$ cat src/cbp_pkg.sv
`timescale 1ns / 1ps
// cbp_pkg: shared widths, operation codes and structs for the code/symbol bit packer
// no dependencies; imported by every module of the packer

package cbp_pkg;

  localparam int BYTE_W = 8;
  localparam int CODE_W = 16;
  localparam int SYM_W  = 8;
  localparam int LEN_W  = 5;
  localparam int PEND_W = 3;
  // 7 pending + 16 code + 8 symbol bits
  localparam int ACC_W  = 31;
  localparam int GRP_N  = 3;
  localparam int CNT_W  = 2;

  localparam logic OP_PAIR  = 1'b0;
  localparam logic OP_FLUSH = 1'b1;

  // bytes produced by one input word, byte 0 goes out first
  typedef struct packed {
    logic [GRP_N-1:0][BYTE_W-1:0] bytes;
    logic [CNT_W-1:0]             cnt;
  } cbp_group_t;

  // pending partial byte, bits above pend are always zero
  typedef struct packed {
    logic [BYTE_W-1:0] partial;
    logic [PEND_W-1:0] pend;
  } cbp_state_t;

endpackage

$ cat src/cbp_merge.sv
`timescale 1ns / 1ps
// cbp_merge: merges pending bits, code and symbol into whole bytes and keeps the remainder
// a flush emits the partial byte and clears the state; depends on cbp_pkg

module cbp_merge #(
  parameter int MAX_CODE_BITS = 16
) (
  input  logic                      clk,
  input  logic                      rst,
  input  logic                      load,
  input  logic                      op,
  input  logic [cbp_pkg::CODE_W-1:0] code,
  input  logic [cbp_pkg::SYM_W-1:0]  sym,
  input  logic [cbp_pkg::LEN_W-1:0]  len,
  output cbp_pkg::cbp_group_t       grp,
  output cbp_pkg::cbp_state_t       st
);
  import cbp_pkg::*;

  localparam logic [LEN_W-1:0] LEN_CAP = LEN_W'(MAX_CODE_BITS);

  logic [LEN_W-1:0]  len_c;
  logic [CODE_W:0]   mask_full;
  logic [CODE_W-1:0] code_m;
  logic [LEN_W-1:0]  sym_sh;
  logic [LEN_W-1:0]  total;
  logic [ACC_W-1:0]  acc;
  logic [ACC_W-1:0]  rest;
  cbp_state_t        st_next;

  always_comb begin
    len_c     = (len > LEN_CAP) ? LEN_CAP : len;
    mask_full = ({{CODE_W{1'b0}}, 1'b1} << len_c) - {{CODE_W{1'b0}}, 1'b1};
    code_m    = code & mask_full[CODE_W-1:0];
    sym_sh    = LEN_W'(st.pend) + len_c;
    total     = sym_sh + LEN_W'(BYTE_W);
    acc       = ACC_W'(st.partial) | (ACC_W'(code_m) << st.pend) | (ACC_W'(sym) << sym_sh);
    // drop the whole bytes, what is left is the new partial byte
    rest      = acc >> {total[LEN_W-1:PEND_W], 3'b000};
  end

  always_comb begin
    if (op == OP_FLUSH) begin
      grp.bytes    = '0;
      grp.bytes[0] = st.partial;
      grp.cnt      = (st.pend != '0) ? CNT_W'(1) : '0;
      st_next      = '0;
    end else begin
      grp.bytes[0]    = acc[BYTE_W-1:0];
      grp.bytes[1]    = acc[2*BYTE_W-1:BYTE_W];
      grp.bytes[2]    = acc[3*BYTE_W-1:2*BYTE_W];
      grp.cnt         = total[LEN_W-1:PEND_W];
      st_next.partial = rest[BYTE_W-1:0];
      st_next.pend    = total[PEND_W-1:0];
    end
  end

  always_ff @(posedge clk) begin
    if (rst) begin
      st <= '0;
    end else if (load) begin
      st <= st_next;
    end
  end

endmodule

$ cat src/cbp_emitter.sv
`timescale 1ns / 1ps
// cbp_emitter: holds one input word's bytes, sends one per cycle while m_tready is high
// depends on cbp_pkg

module cbp_emitter (
  input  logic                       clk,
  input  logic                       rst,
  input  logic                       load,
  input  cbp_pkg::cbp_group_t        grp,
  output logic                       can_load,
  output logic                       m_tvalid,
  input  logic                       m_tready,
  output logic [cbp_pkg::BYTE_W-1:0] m_tdata,
  output logic                       m_tlast
);
  import cbp_pkg::*;

  logic [GRP_N-1:0][BYTE_W-1:0] hold;
  logic [CNT_W-1:0]             cnt;
  logic                         take;

  assign m_tvalid = (cnt != '0);
  assign m_tdata  = hold[0];
  assign m_tlast  = (cnt == CNT_W'(1));
  assign take     = m_tvalid && m_tready;
  // a new group may enter while the last byte of the old one is taken
  assign can_load = (cnt == '0) || (m_tlast && m_tready);

  always_ff @(posedge clk) begin
    if (rst) begin
      cnt <= '0;
    end else if (load && can_load) begin
      cnt <= grp.cnt;
    end else if (take) begin
      cnt <= cnt - CNT_W'(1);
    end
  end

  always_ff @(posedge clk) begin
    if (load && can_load) begin
      hold <= grp.bytes;
    end else if (take) begin
      hold <= {{BYTE_W{1'b0}}, hold[GRP_N-1:1]};
    end
  end

endmodule

$ cat src/code_symbol_bit_packer_core.sv
`timescale 1ns / 1ps
// code_symbol_bit_packer_core: top level of the lsb-first code/symbol byte packer
// depends on cbp_pkg, cbp_merge and cbp_emitter

// usage
//   slave channel: one word per pair or flush; s_tuser selects the operation
//   (0 append pair, 1 flush), s_tdata carries code, symbol and code length
//   master channel: one packed byte per word, earliest bit in bit 0; m_tlast
//   marks the final byte caused by one input word
//   a pair yields one to three bytes, a flush one byte or none (nothing pending)
// path: an accepted word is held in the input register; its first byte then shows on
//   m_tvalid from the byte holding register feeding m_tdata
// throughput: one input word per cycle while each word makes a single byte and
//   m_tready is high; a word making n bytes occupies the byte holding register
//   until all n are taken, since the output port carries one byte per transfer
// stalls: while m_tready is low the held byte stays; the input register takes
//   one more word, then s_tready drops until the holding register frees up
// reset: rst clears the pending bits, the input register and the output
//   stage; no word is presented after reset until new input arrives

module code_symbol_bit_packer_core #(
  parameter int MAX_CODE_BITS = 16
) (
  input  logic                       clk,
  input  logic                       rst,
  input  logic                       s_tvalid,
  output logic                       s_tready,
  input  logic [31:0]                s_tdata,   // code_value[15:0], symbol[23:16], code_length[28:24]
  input  logic                       s_tuser,   // operation
  output logic                       m_tvalid,
  input  logic                       m_tready,
  output logic [cbp_pkg::BYTE_W-1:0] m_tdata,   // data_byte[7:0]
  output logic                       m_tlast    // last_of_run
);
  import cbp_pkg::*;

  // input register
  logic              in_valid;
  logic              in_op;
  logic [CODE_W-1:0] in_code;
  logic [SYM_W-1:0]  in_sym;
  logic [LEN_W-1:0]  in_len;

  logic       s_fire;
  logic       load;
  logic       emit_ready;
  cbp_group_t grp;
  cbp_state_t st;

  assign s_fire   = s_tvalid && s_tready;
  assign load     = in_valid && emit_ready;
  assign s_tready = !in_valid || emit_ready;

  always_ff @(posedge clk) begin
    if (rst) begin
      in_valid <= 1'b0;
    end else if (s_fire) begin
      in_valid <= 1'b1;
    end else if (load) begin
      in_valid <= 1'b0;
    end
  end

  always_ff @(posedge clk) begin
    if (s_fire) begin
      in_op   <= s_tuser;
      in_code <= s_tdata[CODE_W-1:0];
      in_sym  <= s_tdata[CODE_W+SYM_W-1:CODE_W];
      in_len  <= s_tdata[CODE_W+SYM_W+LEN_W-1:CODE_W+SYM_W];
    end
  end

  // bit merge and pending state
  cbp_merge #(
    .MAX_CODE_BITS(MAX_CODE_BITS)
  ) u_merge (
    .clk  (clk),
    .rst  (rst),
    .load (load),
    .op   (in_op),
    .code (in_code),
    .sym  (in_sym),
    .len  (in_len),
    .grp  (grp),
    .st   (st)
  );

  // byte serializer and output register
  cbp_emitter u_emitter (
    .clk      (clk),
    .rst      (rst),
    .load     (load),
    .grp      (grp),
    .can_load (emit_ready),
    .m_tvalid (m_tvalid),
    .m_tready (m_tready),
    .m_tdata  (m_tdata),
    .m_tlast  (m_tlast)
  );

  // a flush always leaves nothing pending
  assert property (@(posedge clk) disable iff (rst)
    load && (in_op == OP_FLUSH) |=> (st.pend == '0) && (st.partial == '0))
    else $error("pending bits left after flush");

  // partial byte never holds bits above the pending count
  assert property (@(posedge clk) disable iff (rst)
    (st.partial >> st.pend) == '0)
    else $error("stray bits above pending count");

  // a pair always completes at least one byte
  assert property (@(posedge clk) disable iff (rst)
    load && (in_op == OP_PAIR) |-> (grp.cnt != '0))
    else $error("pair produced no byte");

  // input side stalls only behind a full input register
  assert property (@(posedge clk) disable iff (rst)
    !s_tready |-> in_valid && !emit_ready)
    else $error("input stalled without cause");

  // last byte taken with nothing new leaves the output empty
  assert property (@(posedge clk) disable iff (rst)
    m_tvalid && m_tready && m_tlast && !load |=> !m_tvalid)
    else $error("output valid after final byte");

endmodule
$ cat config.mk
export PLATFORM = sky130hd
export DESIGN_NAME = code_symbol_bit_packer_core
export DESIGN_NICKNAME = d
export VERILOG_FILES = /design/src/cbp_pkg.sv /design/src/cbp_merge.sv /design/src/cbp_emitter.sv /design/src/code_symbol_bit_packer_core.sv
export SDC_FILE = /design/constraint.sdc
export NUM_CORES = 1
export LEC_CHECK = 0
export BUFFER_PORTS_ARGS = -buffer_cell sky130_fd_sc_hd__buf_2
export CAP_MARGIN = 20
export CORE_MARGIN = 3
export CORE_UTILIZATION = 40
export CTS_BUF_LIST = sky130_fd_sc_hd__clkbuf_16
export CTS_CLUSTER_DIAMETER = 150
export DETAILED_ROUTE_END_ITERATION = 6
export SLEW_MARGIN = 10
export SYNTH_ARGS = -nofsm -noshare
export SYNTH_HDL_FRONTEND = slang
export SYNTH_SLANG_ARGS = --single-unit
export TNS_END_PERCENT = 100
$ cat constraint.sdc
create_clock -name clk -period 6.9 [get_ports clk]
set_clock_uncertainty 0.05 [all_clocks]
set_input_delay 0.69 -clock clk [delete_from_list [all_inputs] [get_ports clk]]
set_output_delay 0.69 -clock clk [all_outputs]
set_load 0.1 [all_outputs]
; Word level (Yosys, flattened, before mapping)
; Index checks and enable logic that the tools add are counted.
[totals]
ff_bits = 68
inputBits = 37
wordCells = 47
[op_classes]
mux = 10
eq_ne = 1
order_cmp = 1
bitwise = 3
n_shift = 4
add_sub_neg = 4
reduce_logical = 13
[ops]
columns = cell, count
row1 = 2-to-1 mux 24 bit, 2
row2 = OR 31 bit, 1
row3 = OR 8 x 31 -> 31 bit, 1
row4 = left shift 16 x 3 -> 31 bit, 1
row5 = left shift 8 x 5 -> 31 bit, 1
row6 = >> shifter 31 x 5 -> 8 bit, 1
row7 = 2-to-1 mux 26 bit, 1
row8 = AND 16 bit, 1
row9 = left shift 1 x 5 -> 16 bit (first input constant), 1
row10 = subtractor 16 x 1 -> 16 bit (second input constant), 1
row11 = 2-to-1 mux 11 bit, 1
row12 = nonzero test 2 bit, 3
row13 = adder 3 x 5 -> 5 bit, 1
row14 = adder 5 x 4 -> 5 bit (second input constant), 1
row15 = greater-than comparator 5 bit (second input constant), 1
row16 = logical AND 1 bit, 5
row17 = 2-to-1 mux 5 bit, 1
row18 = 2-to-1 mux 2 bit, 2
row19 = 2-to-1 mux 1 bit, 3
row20 = nonzero test 3 bit, 1
row21 = == test 2 x 1 -> 1 bit (second input constant), 1
row22 = zero test 2 bit, 1
row23 = logical OR 1 bit, 2
row24 = subtractor 2 x 1 -> 2 bit (second input constant), 1
row25 = zero test 1 bit, 1

; Depth between registers and ports, before layout
[depth]
word_depth = 10
depth_mapped = 15

; Modules after synthesis
; From an unflattened synthesis, not the netlist that was laid out.
[hier_totals]
hier_cells = 534
hier_area_um2 = 5124.9
[modules_own_cells]
columns = module, cells_each, seq_area_each_um2, area_each_um2, n_inst
row1 = cbp_merge, 420, 220.2, 2916.5, 1
row2 = cbp_emitter, 78, 760.7, 1244.9, 1
row3 = code_symbol_bit_packer_core, 36, 920.9, 963.4, 1

; Worst setup path after synthesis
; OpenSTA, ideal clock, no wires.
[synth_timing]
path_kind = reg2reg
start = register u_emitter.cnt[1]
end = register in_code[0] (enable)
path_stages_with_launch = 6
setup_time_ns = 0.390
required_time_ns = 6.460
period_less_slack_ns = 3.429
arrival_time_ns = 2.989
path_slack_ns = 3.471
path_cell_list = dfxtp_1 -> inv_1 -> ha_1 -> a21oi_1 -> nand2_1 -> and2_1
[synth_between]
elab_chain_cells = 5
[synth_rtl]
columns = element, line
row1 = start: declaration, cbp_emitter.sv:19  ; logic [CNT_W-1:0] cnt;
row2 = start signal: assignment, cbp_emitter.sv:33  ; cnt <= grp.cnt;
row3 = start signal: assignment, cbp_emitter.sv:35  ; cnt <= cnt - CNT_W'(1);
row4 = == test 2 x 1 -> 1 bit, cbp_emitter.sv:24  ; assign m_tlast = (cnt == CNT_W'(1));
row5 = named net m_tlast, code_symbol_bit_packer_core.sv:33  ; output logic m_tlast
row6 = logical AND 1 bit, cbp_emitter.sv:27  ; assign can_load = (cnt == '0) || (m_tlast && m_tready);
row7 = logical OR 1 bit, cbp_emitter.sv:27
row8 = logical OR 1 bit, code_symbol_bit_packer_core.sv:52  ; assign s_tready = !in_valid || emit_ready;
row9 = named net s_tready, code_symbol_bit_packer_core.sv:27  ; output logic s_tready,
row10 = logical AND 1 bit, code_symbol_bit_packer_core.sv:50  ; assign s_fire = s_tvalid && s_tready;
row11 = named net s_fire, code_symbol_bit_packer_core.sv:44  ; logic s_fire;
row12 = end signal: assignment, code_symbol_bit_packer_core.sv:67  ; in_code <= s_tdata[CODE_W-1:0];
row13 = end: declaration, code_symbol_bit_packer_core.sv:40  ; logic [CODE_W-1:0] in_code;
; The timed path passes the listed nets, and every way through them passes these cells.
; A chain may end at the register's enable or synchronous reset.

; Worst setup path after layout
[layout_timing]
start = register in_len[4]
end = register u_emitter.hold[12] in the netlist's numbering (data pin)
[layout_between]
elab_chain_cells = 10
[layout_rtl]
columns = element, line
row1 = start: declaration, code_symbol_bit_packer_core.sv:42  ; logic [LEN_W-1:0] in_len;
row2 = start signal: assignment, code_symbol_bit_packer_core.sv:69  ; in_len <= s_tdata[CODE_W+SYM_W+LEN_W-1:CODE_W+SYM_W];
row3 = greater-than comparator 5 bit, cbp_merge.sv:32  ; len_c = (len > LEN_CAP) ? LEN_CAP : len;
row4 = 2-to-1 mux 5 bit (*), cbp_merge.sv:32
row5 = left shift 1 x 5 -> 16 bit, cbp_merge.sv:33  ; mask_full = ({{CODE_W{1'b0}}, 1'b1} << len_c) - {{CODE_W{1'b0}}, 1'b1};
row6 = subtractor 16 x 1 -> 16 bit, cbp_merge.sv:33
row7 = AND 16 bit, cbp_merge.sv:34  ; code_m = code & mask_full[CODE_W-1:0];
row8 = left shift 16 x 3 -> 31 bit, cbp_merge.sv:37  ; acc = ACC_W'(st.partial) | (ACC_W'(code_m) << st.pend) | (ACC_W'(sym) << sym_sh);
row9 = OR 8 x 31 -> 31 bit, cbp_merge.sv:37
row10 = OR 31 bit (*), cbp_merge.sv:37
row11 = 2-to-1 mux 26 bit (*), cbp_merge.sv:43  ; if (op == OP_FLUSH) begin
row12 = 2-to-1 mux 24 bit (*), cbp_emitter.sv:40  ; if (load && can_load) begin
row13 = end signal: assignment, cbp_emitter.sv:41  ; hold <= grp.bytes;
row14 = end signal: assignment, cbp_emitter.sv:43  ; hold <= {{BYTE_W{1'b0}}, hold[GRP_N-1:1]};
row15 = end: declaration, cbp_emitter.sv:18  ; logic [GRP_N-1:0][BYTE_W-1:0] hold;
; Mark *: on every way between the ends. The rest lies on a longest branch, timed or not.

==> impl_results.md <==
* Status: complete, no violations
* Layout Nets at 593
* # DRC at 0
* Clock-pin slew on the worst setup and hold paths at 50 ps
* Mux cell area share after synthesis at 6.984%
* Full die area at 13310 sq um
* DR vias/cell at 6.182
* RSZ-0062 raised after global routing: no
* Die W at 115.4 um
* Post-cts gate resize count at 0
* Number of global-route vias before repair at 4001
* Final Hold Fails at 0
* Distinct cells, synth at 71
* 1st-iter DRT viols at 410
* Root Buffer: clkbuf_16
* Largest net degree at the start of global routing at 37
* Fillers at 1109
* H-tree level count at 3
* Mapped Nets at 579
* Max Cap Viol at 0
* Fmax at 237.8 MHz
* Global router's overall resource usage at 21.15%
* Core Rows at 39
* Drt pass-1 iters at 5
* Detailed Place HPWL at 9597 um
* DRT antenna net count at 0
* Fin Setup TNS at 0 ps
* Synth Instances at 536
* Static Leak at 1.944 nW
* Starting density of the core at 41.36%
* #FFs+latches synth at 68
* CTS Buffer Depth at 2
* First-pass GRT wire length at 21720 um
* Hold WS at 432.9 ps
* Sequential share of the synthesized area at 39.76%
* Layout cells sized above 1 at 15.50%
* WL/cell at 19.40 um
* Post-CTS setup buffers at 0
* Remaining global-route overflow at 0
* PD cells at 285.4 nW/um^2
* Hold Path Class: flop to flop
* Synthesis Warnings at 0
* Port bufs at 44
* Max stage delay cell, worst path: edfxtp_1
* # clock sinks at 68
* Maximum vdd drop at 0.1580 mV
* Dpl cells at 682
* Tot Pwr at 0.001515 W
* CTS tree: done
* Xor/xnor cell area share of the yosys netlist at 0.7324%
* Worst-path fanout max at 27
* Max stage delay on crit path at 900 ps
* Min cycle time layout at 4206 ps
* Mapped cell area at 4783 sq um
* Crit Path Category: flop to flop
* Ant. Diodes at 0
* Compound-Gate Fraction of Synth Area at 27.26%
* Worst Path Arrival at 4230 ps
* # hold bufs at CTS at 0
* Max-slew violation count at 0
* Startpoint types: flop
* GPL Wtd Cong at 0.9244
* Die Y at 115.4 um
* Crit share post-route at 60.95%
* Vias at 4315
* Antenna violations before repair at 0
* Final setup vio count at 0
* Num CTS Buffers at 9
* CP Capture Type: flop
* Worst slew pin tran at 975.3 ps
* Routed WL at 13540 um
* Avg Synthesized Cell Area at 8.924 sq um
* Final Cell Area at 5310 sq um
* Req. time, crit path at 6930 ps
* Slew margin rel. at 34.76%
* Clk_lat worst skew at 340 ps
* Finished Layout Cells at 698
* Post-synth EDFFs at 54
* Simple-gate area share of the yosys netlist at 17.24%
* Commonest register cell after synthesis: edfxtp_1
* FFs w/ async S/R, synth at 0%
* Area grow syn2layout at 11.01%
* IO Pins at 48
* Adder-cell share of the synthesized area at 1.726%
* Area after DPL at 4994 sq um
* Largest family of logic cells by synthesized area: compound AO/OA/AOI/OAI gates
* CP Cell Sequence: nand2b_1 -> nor2_1 -> fa_1 -> xor2_1 -> mux2i_1 -> mux2i_1 -> o2bb2ai_1 -> mux2_2 -> a211oi_1 -> nor2_1
* Core Area at 11560 sq um
[power breakdown]
| part | switching, W | internal, W | total [W] |
|---|---|---|---|
| Clock | 0.000176 | 0.000315 | 0.000490 |
| Combinational | 0.000339 | 0.000132 | 0.000470 |
| Sequential | 0.0000381 | 0.000516 | 0.000555 |
| Total | 0.000553 | 0.000963 | 0.00152 |
[state kept, by name, indices dropped and copies added, names as in the netlist]
signal,cells
in_valid,1
in_op,1
u_emitter.cnt,2
u_emitter.m_tdata,8
u_emitter.hold,16
in_len,5
in_code,16
in_sym,8
u_merge.st,11
[critical path, delay by kind of cell, from the launching register on]
kind,cells,cell delay (ps)
XOR/XNOR,1,810
AO/OA/AOI/OAI,2,550
multiplexers,3,740
flip-flops,1,900
adder cells (fa/ha/maj),1,450
AND/OR/NAND/NOR,3,430
[synthesized netlist by cell type (all sizes together), types with 10 or more instances]
cell type	count	area, sq um
edfxtp	54	1622
o211ai	13	97.59
inv	12	45.04
nand3	14	70.07
o21ai	44	220.2
clkbuf	23	86.33
a21oi	39	195.2
nor3	20	100.1
a211oi	10	75.07
mux2i	21	210.2
dfxtp	14	280.3
nor2	36	135.1
buf	26	162.7
nand2	57	214.0
[worst paths after layout]
| kind | start | endpoint | slack [ps] | cells after the start |
|---|---|---|---|---|
| max | in_len[4] | u_emitter.hold[12] | 2690 | 10 |
| min | u_merge.st[9] | u_merge.st[9] | 430 | 2 |
| max reg2reg | in_len[4] | u_emitter.hold[12] | 2690 | 10 |
| min reg2reg | u_merge.st[9] | u_merge.st[9] | 430 | 2 |
[stage by stage]
| stage | setup WS (ps) | utilization [%] |
|---|---|---|
| floorplan | 3471 | - |
| global placement | 2859 | 43.18 |
| detailed placement | 2784 | 43.18 |
| CTS | 2759 | 45.92 |
| global route | 2398 | 45.92 |
| finish | 2694 | 45.92 |
[cell type report]
class	count	area [sq um]	share of cell area, %
sequential	68	1902	35.82
timing repair buffer	52	280.3	5.278
tap	143	178.9	3.369
multi-input combinational	405	2580	48.59
clock inverter	7	91.34	1.720
clock buffer	9	225.2	4.241
inverter	14	52.55	0.9896
[cells by family (layout without fill, tap and decap cells)]
group / count (synthesis) / after routing
AO/OA/AOI/OAI: 193 / 193
AND/OR/NAND/NOR: 172 / 172
flip-flops: 68 / 68
buffers and inverters: 63 / 82
multiplexers: 30 / 30
adder cells (fa/ha/maj): 6 / 6
XOR/XNOR: 4 / 4
[cells in the final DEF, fill, tap and decap left out, types with 6 or more instances in the layout]
cell and instances:
a211oi_1 10, nand2_1 57, nor2b_1 7, o2111ai_1 8
mux2i_1 21, mux2_2 7, edfxtp_1 54, clkbuf_16 9
o21ai_0 39, buf_4 8, nand3_1 14, nor2_1 36
o22ai_1 7, inv_1 11, a31oi_1 8, dfxtp_1 14
o211ai_1 13, a21o_1 6, o21a_1 8, nor3_1 20
buf_2 44, nand2b_1 8, a21oi_1 39
[per-layer routing]
metal | vias to the layer above | track usage [%] | wire length (um)
met5 | - | 0 | 0
met4 | 0 | 7.433 | 303
met3 | 18 | 4.632 | 952
met2 | 194 | 32.45 | 6174
met1 | 2022 | 29.52 | 6110
li1 | 2081 | - | -
Power figures use the tool's default switching activity.
